## src/rtl/core/adsr_pkg.sv

```systemverilog
// ----------------------------------------------------------------------------
// ADSR envelope package
// Phase codes and configuration register indexes shared by the envelope core.
// ----------------------------------------------------------------------------
package adsr_pkg;

  // Envelope phase, as seen on the result channel.
  typedef enum logic [2:0] {
    PH_OFF     = 3'd0,
    PH_ATTACK  = 3'd1,
    PH_DECAY   = 3'd2,
    PH_SUSTAIN = 3'd3,
    PH_RELEASE = 3'd4
  } phase_e;

  // Configuration register indexes.
  localparam int unsigned CfgIdxW = 2;

  typedef enum logic [CfgIdxW-1:0] {
    REG_ATTACK_STEP   = 2'd0,
    REG_DECAY_STEP    = 2'd1,
    REG_RELEASE_STEP  = 2'd2,
    REG_SUSTAIN_LEVEL = 2'd3
  } reg_idx_e;

endpackage : adsr_pkg

```

## src/rtl/core/adsr_in_if.sv

```systemverilog
// ----------------------------------------------------------------------------
// ADSR gate channel
// Valid/ready channel that carries one gate sample per word.
// ----------------------------------------------------------------------------
interface adsr_in_if;
  logic valid;
  logic ready;
  logic gate;

  modport source (output valid, output gate, input ready);
  modport sink   (input valid, input gate, output ready);
endinterface : adsr_in_if

```

## src/rtl/core/adsr_out_if.sv

```systemverilog
// ----------------------------------------------------------------------------
// ADSR envelope channel
// Valid/ready channel that carries one envelope level and phase per word.
// ----------------------------------------------------------------------------
interface adsr_out_if #(
  parameter int LevelW = 19
);
  logic                     valid;
  logic                     ready;
  logic signed [LevelW-1:0] level;
  logic [2:0]               phase;

  modport source (output valid, output level, output phase, input ready);
  modport sink   (input valid, input level, input phase, output ready);
endinterface : adsr_out_if

```

## src/rtl/core/adsr_step.sv

```systemverilog
// ----------------------------------------------------------------------------
// ADSR envelope step
// Combinational update for one sample: picks the next phase from the old
// phase, old level, gate and gate edge, then adds, subtracts, loads or clears.
// ----------------------------------------------------------------------------
module adsr_step
  import adsr_pkg::*;
#(
  parameter int FracBits = 16
) (
  input  phase_e                             phase_i,
  input  logic signed [FracBits+2:0]         level_i,
  input  logic                               last_gate_i,
  input  logic                               gate_i,
  input  logic [FracBits:0]                  attack_step_i,
  input  logic [FracBits:0]                  decay_step_i,
  input  logic [FracBits:0]                  release_step_i,
  input  logic [FracBits:0]                  sustain_level_i,
  output phase_e                             phase_o,
  output logic signed [FracBits+2:0]         level_o
);

  localparam int unsigned RegW   = FracBits + 1;
  localparam int unsigned LevelW = FracBits + 3;
  localparam int unsigned SumW   = FracBits + 4;

  localparam logic [RegW-1:0] One  = RegW'(1) << FracBits;
  localparam logic [RegW-1:0] Half = RegW'(1) << (FracBits - 1);

  localparam logic signed [SumW-1:0] SumMax = SumW'(2) << FracBits;
  localparam logic signed [SumW-1:0] SumMin = -(SumW'(1) << FracBits);

  logic                      rise;
  logic                      level_pos;
  logic [RegW-1:0]           sus;
  logic signed [LevelW-1:0]  sus_ext;
  logic signed [LevelW-1:0]  one_ext;
  logic signed [LevelW-1:0]  base;
  logic [RegW-1:0]           step;
  logic signed [SumW-1:0]    sum;
  logic signed [SumW-1:0]    sat;
  phase_e                    ph;

  // Sustain above one falls back to one half.
  assign sus     = (sustain_level_i > One) ? Half : sustain_level_i;
  assign sus_ext = $signed({2'b00, sus});
  assign one_ext = $signed({2'b00, One});
  assign rise    = gate_i & ~last_gate_i;

  // The level is strictly positive when the sign bit is clear and it is not zero.
  assign level_pos = ~level_i[LevelW-1] & (level_i != '0);

  // Next phase from the old phase, the old level and the gate.
  always_comb begin
    unique case (phase_i)
      PH_ATTACK: begin
        ph = (level_i <= one_ext) ? PH_ATTACK : PH_DECAY;
        if (!gate_i) ph = PH_RELEASE;
      end
      PH_DECAY: begin
        ph = (level_i > sus_ext) ? PH_DECAY : PH_SUSTAIN;
        if (!gate_i) ph = PH_RELEASE;
      end
      PH_SUSTAIN: ph = gate_i ? PH_SUSTAIN : PH_RELEASE;
      PH_RELEASE: ph = level_pos ? PH_RELEASE : PH_OFF;
      default:    ph = PH_OFF;
    endcase
    base = level_i;
    // A rising gate outside attack restarts attack from zero.
    if (phase_i != PH_ATTACK && rise) begin
      ph   = PH_ATTACK;
      base = '0;
    end
  end

  // Step for the chosen phase; a zero step counts as one.
  always_comb begin
    unique case (ph)
      PH_ATTACK: step = attack_step_i;
      PH_DECAY:  step = decay_step_i;
      default:   step = release_step_i;
    endcase
    if (step == '0) step = One;
  end

  // One add or subtract, then clamp to the range minus one to two.
  always_comb begin
    if (ph == PH_ATTACK) begin
      sum = SumW'(base) + $signed(SumW'(step));
    end else begin
      sum = SumW'(base) - $signed(SumW'(step));
    end
    if (sum > SumMax) begin
      sat = SumMax;
    end else if (sum < SumMin) begin
      sat = SumMin;
    end else begin
      sat = sum;
    end
  end

  // New level by phase.
  always_comb begin
    unique case (ph)
      PH_ATTACK, PH_DECAY, PH_RELEASE: level_o = sat[LevelW-1:0];
      PH_SUSTAIN:                      level_o = sus_ext;
      default:                         level_o = '0;
    endcase
  end

  assign phase_o = ph;

endmodule : adsr_step

```

## src/rtl/core/adsr_envelope_generator_core.sv

```systemverilog
// ----------------------------------------------------------------------------
// ADSR envelope generator core
// Linear attack/decay/sustain/release envelope, one gate sample in and one
// envelope word out per sample, level in signed fixed point.
// ----------------------------------------------------------------------------
//  Channel  Dir  Handshake     Payload
//  in_if    in   valid/ready   gate (1 bit)
//  out_if   out  valid/ready   level (FracBits+3, signed), phase (3 bits)
//  cfg      in   cfg_we_i      cfg_idx_i (2 bits), cfg_wdata_i (FracBits+1)
//
// One word is accepted per cycle while in_if.ready is high; the result goes
// to the output register, or to the skid register when the output word still
// waits. The update is a single add or subtract and clamp between the envelope
// state registers and the output register. A two-entry output buffer (output
// register plus skid register) lets an input word be taken while a result is
// still waiting; in_if.ready drops only when both entries hold results.
// Reset clears the envelope to off with level zero and loads the register
// defaults; no initialization sweep is needed.
// ----------------------------------------------------------------------------
module adsr_envelope_generator_core
  import adsr_pkg::*;
#(
  parameter int FracBits = 16
) (
  input  logic                   clk_i,
  input  logic                   rst_ni,
  adsr_in_if.sink                in_if,
  adsr_out_if.source             out_if,
  input  logic                   cfg_we_i,
  input  logic [CfgIdxW-1:0]     cfg_idx_i,
  input  logic [FracBits:0]      cfg_wdata_i
);

  localparam int unsigned RegW   = FracBits + 1;
  localparam int unsigned LevelW = FracBits + 3;

  localparam logic [RegW-1:0] One  = RegW'(1) << FracBits;
  localparam logic [RegW-1:0] Half = RegW'(1) << (FracBits - 1);

  localparam logic signed [LevelW-1:0] LevelMax = LevelW'(2) << FracBits;
  localparam logic signed [LevelW-1:0] LevelMin = -(LevelW'(1) << FracBits);

  // Configuration registers.
  logic [RegW-1:0] attack_step_q;
  logic [RegW-1:0] decay_step_q;
  logic [RegW-1:0] release_step_q;
  logic [RegW-1:0] sustain_level_q;

  // Envelope state.
  phase_e                   phase_q;
  logic signed [LevelW-1:0] level_q;
  logic                     last_gate_q;

  // Output buffer.
  logic                     out_valid_q;
  phase_e                   out_phase_q;
  logic signed [LevelW-1:0] out_level_q;
  logic                     skid_valid_q;
  phase_e                   skid_phase_q;
  logic signed [LevelW-1:0] skid_level_q;

  phase_e                   phase_d;
  logic signed [LevelW-1:0] level_d;
  logic                     in_fire;
  logic                     out_fire;

  assign in_if.ready = ~skid_valid_q;
  assign in_fire     = in_if.valid & ~skid_valid_q;
  assign out_fire    = out_valid_q & out_if.ready;

  // Configuration writes.
  always_ff @(posedge clk_i or negedge rst_ni) begin
    if (!rst_ni) begin
      attack_step_q   <= One;
      decay_step_q    <= One;
      release_step_q  <= One;
      sustain_level_q <= Half;
    end else if (cfg_we_i) begin
      unique case (reg_idx_e'(cfg_idx_i))
        REG_ATTACK_STEP:   attack_step_q   <= cfg_wdata_i;
        REG_DECAY_STEP:    decay_step_q    <= cfg_wdata_i;
        REG_RELEASE_STEP:  release_step_q  <= cfg_wdata_i;
        REG_SUSTAIN_LEVEL: sustain_level_q <= cfg_wdata_i;
        default: ;
      endcase
    end
  end

  // Per-sample update.
  adsr_step #(
    .FracBits (FracBits)
  ) u_step (
    .phase_i         (phase_q),
    .level_i         (level_q),
    .last_gate_i     (last_gate_q),
    .gate_i          (in_if.gate),
    .attack_step_i   (attack_step_q),
    .decay_step_i    (decay_step_q),
    .release_step_i  (release_step_q),
    .sustain_level_i (sustain_level_q),
    .phase_o         (phase_d),
    .level_o         (level_d)
  );

  // Envelope state advances on every accepted word.
  always_ff @(posedge clk_i or negedge rst_ni) begin
    if (!rst_ni) begin
      phase_q     <= PH_OFF;
      level_q     <= '0;
      last_gate_q <= 1'b0;
    end else if (in_fire) begin
      phase_q     <= phase_d;
      level_q     <= level_d;
      last_gate_q <= in_if.gate;
    end
  end

  // Output buffer control: results go to the output register when it is
  // free or draining, otherwise to the skid register.
  always_ff @(posedge clk_i or negedge rst_ni) begin
    if (!rst_ni) begin
      out_valid_q  <= 1'b0;
      skid_valid_q <= 1'b0;
    end else begin
      if (skid_valid_q) begin
        if (out_fire) skid_valid_q <= 1'b0;
      end else if (in_fire) begin
        if (!out_valid_q || out_fire) begin
          out_valid_q <= 1'b1;
        end else begin
          skid_valid_q <= 1'b1;
        end
      end else if (out_fire) begin
        out_valid_q <= 1'b0;
      end
    end
  end

  // Output buffer payload.
  always_ff @(posedge clk_i) begin
    if (skid_valid_q) begin
      if (out_fire) begin
        out_phase_q <= skid_phase_q;
        out_level_q <= skid_level_q;
      end
    end else if (in_fire) begin
      if (!out_valid_q || out_fire) begin
        out_phase_q <= phase_d;
        out_level_q <= level_d;
      end else begin
        skid_phase_q <= phase_d;
        skid_level_q <= level_d;
      end
    end
  end

  assign out_if.valid = out_valid_q;
  assign out_if.level = out_level_q;
  assign out_if.phase = out_phase_q;

  // The skid register is only ever filled behind a waiting output word.
  a_skid_behind_out : assert property (@(posedge clk_i) disable iff (!rst_ni)
    skid_valid_q |-> out_valid_q)
    else $error("skid word held without an output word");

  // Off always carries a zero level.
  a_off_level_zero : assert property (@(posedge clk_i) disable iff (!rst_ni)
    (phase_q == PH_OFF) |-> (level_q == '0))
    else $error("envelope off with nonzero level");

  // The level never leaves the clamp range.
  a_level_range : assert property (@(posedge clk_i) disable iff (!rst_ni)
    (level_q <= LevelMax) && (level_q >= LevelMin))
    else $error("envelope level out of range");

  // A rising gate always lands in attack.
  a_rise_attack : assert property (@(posedge clk_i) disable iff (!rst_ni)
    (in_fire && in_if.gate && !last_gate_q) |=> (phase_q == PH_ATTACK))
    else $error("rising gate did not start attack");

endmodule : adsr_envelope_generator_core
```

## src/flat_wrapper.sv

```systemverilog
// flat-port wrapper written by rule: the top's interface ports become plain ports
module adsr_envelope_generator_core_flat import adsr_pkg::*;
#(
  parameter int FracBits = 16
)
  (clk_i, rst_ni, cfg_we_i, cfg_idx_i, cfg_wdata_i, in_if_valid, in_if_gate, in_if_ready, out_if_valid, out_if_level, out_if_phase, out_if_ready);
  adsr_in_if in_if_i ();
  adsr_out_if out_if_i ();
  input  logic clk_i;
  input  logic rst_ni;
  input  logic cfg_we_i;
  input  logic [CfgIdxW-1:0] cfg_idx_i;
  input  logic [FracBits:0] cfg_wdata_i;
  input wire logic [$bits(in_if_i.valid)-1:0] in_if_valid;
  input wire logic [$bits(in_if_i.gate)-1:0] in_if_gate;
  output wire logic [$bits(in_if_i.ready)-1:0] in_if_ready;
  output wire logic [$bits(out_if_i.valid)-1:0] out_if_valid;
  output wire logic [$bits(out_if_i.level)-1:0] out_if_level;
  output wire logic [$bits(out_if_i.phase)-1:0] out_if_phase;
  input wire logic [$bits(out_if_i.ready)-1:0] out_if_ready;
  assign in_if_i.valid = in_if_valid;
  assign in_if_i.gate = in_if_gate;
  assign in_if_ready = in_if_i.ready;
  assign out_if_valid = out_if_i.valid;
  assign out_if_level = out_if_i.level;
  assign out_if_phase = out_if_i.phase;
  assign out_if_i.ready = out_if_ready;
  adsr_envelope_generator_core #(.FracBits(FracBits)) u_core (.clk_i(clk_i), .rst_ni(rst_ni), .in_if(in_if_i), .out_if(out_if_i), .cfg_we_i(cfg_we_i), .cfg_idx_i(cfg_idx_i), .cfg_wdata_i(cfg_wdata_i));
endmodule
```

## config.mk

```make
export PLATFORM = sky130hd
export DESIGN_NAME = adsr_envelope_generator_core_flat
export DESIGN_NICKNAME = d
export VERILOG_FILES = /design/src/rtl/core/adsr_pkg.sv /design/src/rtl/core/adsr_in_if.sv /design/src/rtl/core/adsr_out_if.sv /design/src/rtl/core/adsr_step.sv /design/src/rtl/core/adsr_envelope_generator_core.sv /design/src/flat_wrapper.sv
export SDC_FILE = /design/constraint.sdc
export NUM_CORES = 1
export LEC_CHECK = 0
export BUFFER_PORTS_ARGS = -buffer_cell sky130_fd_sc_hd__buf_2
export CAP_MARGIN = 20
export CORE_MARGIN = 3
export CORE_UTILIZATION = 62
export DETAILED_ROUTE_END_ITERATION = 16
export HOLD_SLACK_MARGIN = 0.05
export PLACE_DENSITY = 0.81
export SKIP_LAST_GASP = 1
export SYNTH_ARGS = -nofsm -noshare
export SYNTH_HDL_FRONTEND = slang
export SYNTH_SLANG_ARGS = --single-unit
```

## constraint.sdc

```tcl
create_clock -name clk_i -period 9.4 [get_ports clk_i]
set_input_delay 0.47 -clock clk_i [delete_from_list [all_inputs] [get_ports clk_i]]
set_output_delay 0.47 -clock clk_i [all_outputs]
set_load 0.02 [all_outputs]
```

==> impl_metrics.tcl <==
set metrics [dict create \
    status "finished clean" \
    yosys_warnings 0 \
    postCtsSetupBuffers 0 \
    grt_antenna_before_repair 1 \
    grt_pass1_wl_mm 34.2 \
    cp-start-kind "flop" \
    slowest_stage "nor4_1" \
    rows 41 \
    routed_via_density 6.48 \
    drt_iter0_markers 675 \
    endpoint_kind "flop" \
    diodes 0 \
    grt-ovfl-total 0 \
    ys_ff_latch 137 \
    hold_viol 0 \
    post-route-min-period_ns 8.72 \
    post-route-period-util 0.928 \
    fin_tns_setup_ns 0 \
    die-area_um2 14600 \
    timing_worst_setup_path_type "flop to flop" \
    tightestPinTransition_ns 1.10 \
    finalMaxSlewViolations 0 \
    vdd_drop_max_v 0.000204 \
    hold_class "input pin to flop" \
    numCtsBuffers 17 \
    max_slew_margin 0.262 \
    fmax_ghz 0.115 \
    drive_above_1_share 0.242 \
    p_total_w 0.00359 \
    synth_ff_type "dfrtp_1" \
    track_usage 0.307 \
    hold_start "out_if_ready" \
    cts_root_buf "clkbuf_16" \
    synth.avg_cell_area_um2 10.5 \
    ys_seq_area_frac 0.448 \
    die_h_um 121 \
    start_util 0.641 \
    clk_pin_slew_worst_paths_ns 0.06 \
    rsz0062_at_grt "no" \
    cp_max_fo 18 \
    worstHoldPathCells 2 \
    h-tree-depth 4 \
    cap_violations 0 \
    clock_skew_ns 0.00682 \
    first_global_vias 6330 \
    synthArstFlopShare 0.679 \
    grt_max_degree 71 \
    clock_path_buffers 2 \
    dp_hpwl_mm 15.8 \
    place.gp.congestion 0.961 \
    reg2regPathDepth 30 \
    syn_nets 837 \
    portBuffers 48 \
    fin_nets 883 \
    vias 6515 \
    firstDrtPassIters 6 \
    synth_cell_types 69 \
    max_stage_delay_ns 0.50 \
    wire_per_inst_um 21.8 \
    synthCells 774 \
    netlist_area_um2 8160 \
    total_leakage_power_nw 4.01 \
    crit_top_cell "ha_1" \
    critPathRequiredTime_ns 9.54 \
    die_w_um 121 \
    p_per_area_nw_per_um2 389 \
    syn_to_final_growth_pct 13.2 \
    cts.sinks 137 \
    r2r-end "u_core.skid_level_q[4]" \
    setup_viol 0 \
    finalCoreUtilization 0.726 \
    drt_wl_total_mm 21.9 \
    min_to "u_core.skid_valid_q" \
    num-fill-cells 953 \
    r2r-start "u_core.sustain_level_q[3]" \
    cts_tree "done" \
    worst_ep_arrival_time_ns 8.86 \
    drtAntennaViolNets 0 \
    synth_edf_count 44 \
    coreArea_um2 12700 \
    io_pins 49 \
    clk_latency_ns 0.43 \
    drc_errors 0 \
    reg2reg_slack_ns 0.68 \
]
==> state kept, by name (all words and copies together) (netlist names) <==
register,count
u_core.sustain_level_q,17
u_core.decay_step_q,17
u_core.skid_valid_q,1
u_core.skid_level_q,19
u_core.phase_q,3
u_core.out_if.valid,1
u_core.out_if.phase,3
u_core.release_step_q,17
u_core.skid_phase_q,3
u_core.level_q,19
u_core.attack_step_q,17
u_core.out_if.level,19
u_core.last_gate_q,1
==> cells by family (layout without fill, tap and decap cells) <==
logic type	after synthesis	in the layout	share of synthesized area
adders and majority gates	38	38	0.0592
muxes	87	87	0.119
xor gates and xnor gates	35	35	0.0394
buffers and inverters	59	117	0.0315
DFF	137	137	0.448
and+or+nand+nor	220	220	0.142
AOI/OAI and AO/OA	198	199	0.161
==> area by class of cell <==
cell class / count / area, um^2 / area share
Multi-Input combinational cell: 579 / 4300 / 0.466
Sequential cell: 137 / 3650 / 0.396
Clock buffer: 19 / 433 / 0.0469
Timing Repair Buffer: 61 / 358 / 0.0388
Tap cell: 172 / 215 / 0.0233
Clock inverter: 13 / 178 / 0.0192
Inverter: 24 / 90.1 / 0.00976
==> synthesized netlist by cell type (5+ instances only) <==
cell,n,area share
a21o_1,12,0.011
a21oi_1,56,0.034
nand3_1,13,0.0080
nor3_1,9,0.0055
or3_1,9,0.0069
nand2b_1,7,0.0054
and3_1,29,0.022
mux2_2,78,0.11
nor2_1,36,0.017
nand2_1,64,0.029
o22ai_1,5,0.0038
and2_1,5,0.0038
edfxtp_1,44,0.16
dfrtp_1,89,0.27
inv_1,21,0.0097
o21ai_0,40,0.025
xnor2_1,25,0.027
nor2b_1,22,0.017
nand4_1,7,0.0054
xor2_1,8,0.0086
clkbuf_1,23,0.011
ha_1,37,0.057
a32oi_1,5,0.0054
o31ai_1,25,0.023
o221ai_1,7,0.0075
a31oi_1,9,0.0069
mux2i_1,9,0.011
==> layer usage <==
| layer | up-vias | GRT usage | part of all wire |
|---|---|---|---|
| li1 | 2989 | - | - |
| met1 | 3162 | 0.404 | 0.41 |
| met2 | 317 | 0.488 | 0.47 |
| met3 | 45 | 0.0772 | 0.091 |
| met4 | 2 | 0.125 | 0.029 |
| met5 | - | 0 | 0.00055 |
==> placed cells by master, fill, tap and decap left out, drive strengths merged, types with 22 or more instances in the layout <==
| cell | n |
|---|---|
| a21oi | 57 |
| and3 | 29 |
| buf | 60 |
| dfrtp | 89 |
| edfxtp | 44 |
| ha | 37 |
| inv | 24 |
| mux2 | 78 |
| nand2 | 64 |
| nor2 | 36 |
| nor2b | 22 |
| o21ai | 42 |
| o31ai | 25 |
| xnor2 | 26 |
==> how the worst max path moves through the flow <==
stage / cells past startpoint / startpoint / to / slack, ns
4_1_cts: 31 / u_core.sustain_level_q[1] / u_core.skid_level_q[4] / 0.35
3_3_place_gp: 30 / u_core.sustain_level_q[1] / u_core.skid_level_q[7] / 0.86
5_1_grt: 30 / u_core.sustain_level_q[3] / u_core.skid_level_q[4] / 0.03
6_report: 30 / u_core.sustain_level_q[3] / u_core.skid_level_q[4] / 0.68
2_1_floorplan: 34 / u_core.sustain_level_q[0] / u_core.out_if.level[10] / 2.09
3_5_place_dp: 31 / u_core.sustain_level_q[1] / u_core.skid_level_q[10] / 0.42
==> critical path: cells and delay by family (launching register included) <==
| kind | cells | cell delay, ns |
|---|---|---|
| flops | 1 | 0.47 |
| buf+inv | 1 | 0.04 |
| simple gates | 9 | 2.60 |
| xor+xnor | 2 | 0.39 |
| compound gates | 15 | 4.00 |
| fa+ha+maj | 3 | 0.91 |
==> per-stage QoR <==
| stage | cells | area (um^2) | setup slack [ns] | hold slack, ns |
|---|---|---|---|---|
| 3_5_place_dp | 971 | 8560 | 0.422 | 0.411 |
| 4_1_cts | 1004 | 9190 | 0.348 | 0.225 |
| 6_report | 1005 | 9230 | 0.679 | 0.237 |
| 5_1_grt | 1005 | 9230 | 0.0297 | 0.235 |
| 2_1_floorplan | 774 | 8160 | 2.09 | 0.174 |
| 3_3_place_gp | 969 | 8530 | 0.864 | 0.413 |
==> power by group <==
group	switching, W	total (W)	internal, W
sequential	0.000116	0.000938	0.000822
clock	0.000254	0.000696	0.000441
combinational	0.00125	0.00196	0.000711
total	0.00162	0.00359	0.00197
==> timing repair <==
| item | in CTS | in global routing |
|---|---|---|
| endpoints found under the setup margin | 0 | 41 |
| gates resized for setup | 0 | 6 |
| hold buffers | 1 | 0 |
| hold endpoints to repair | 23 | 0 |
Note: power is estimated with default switching activity, not from simulation.
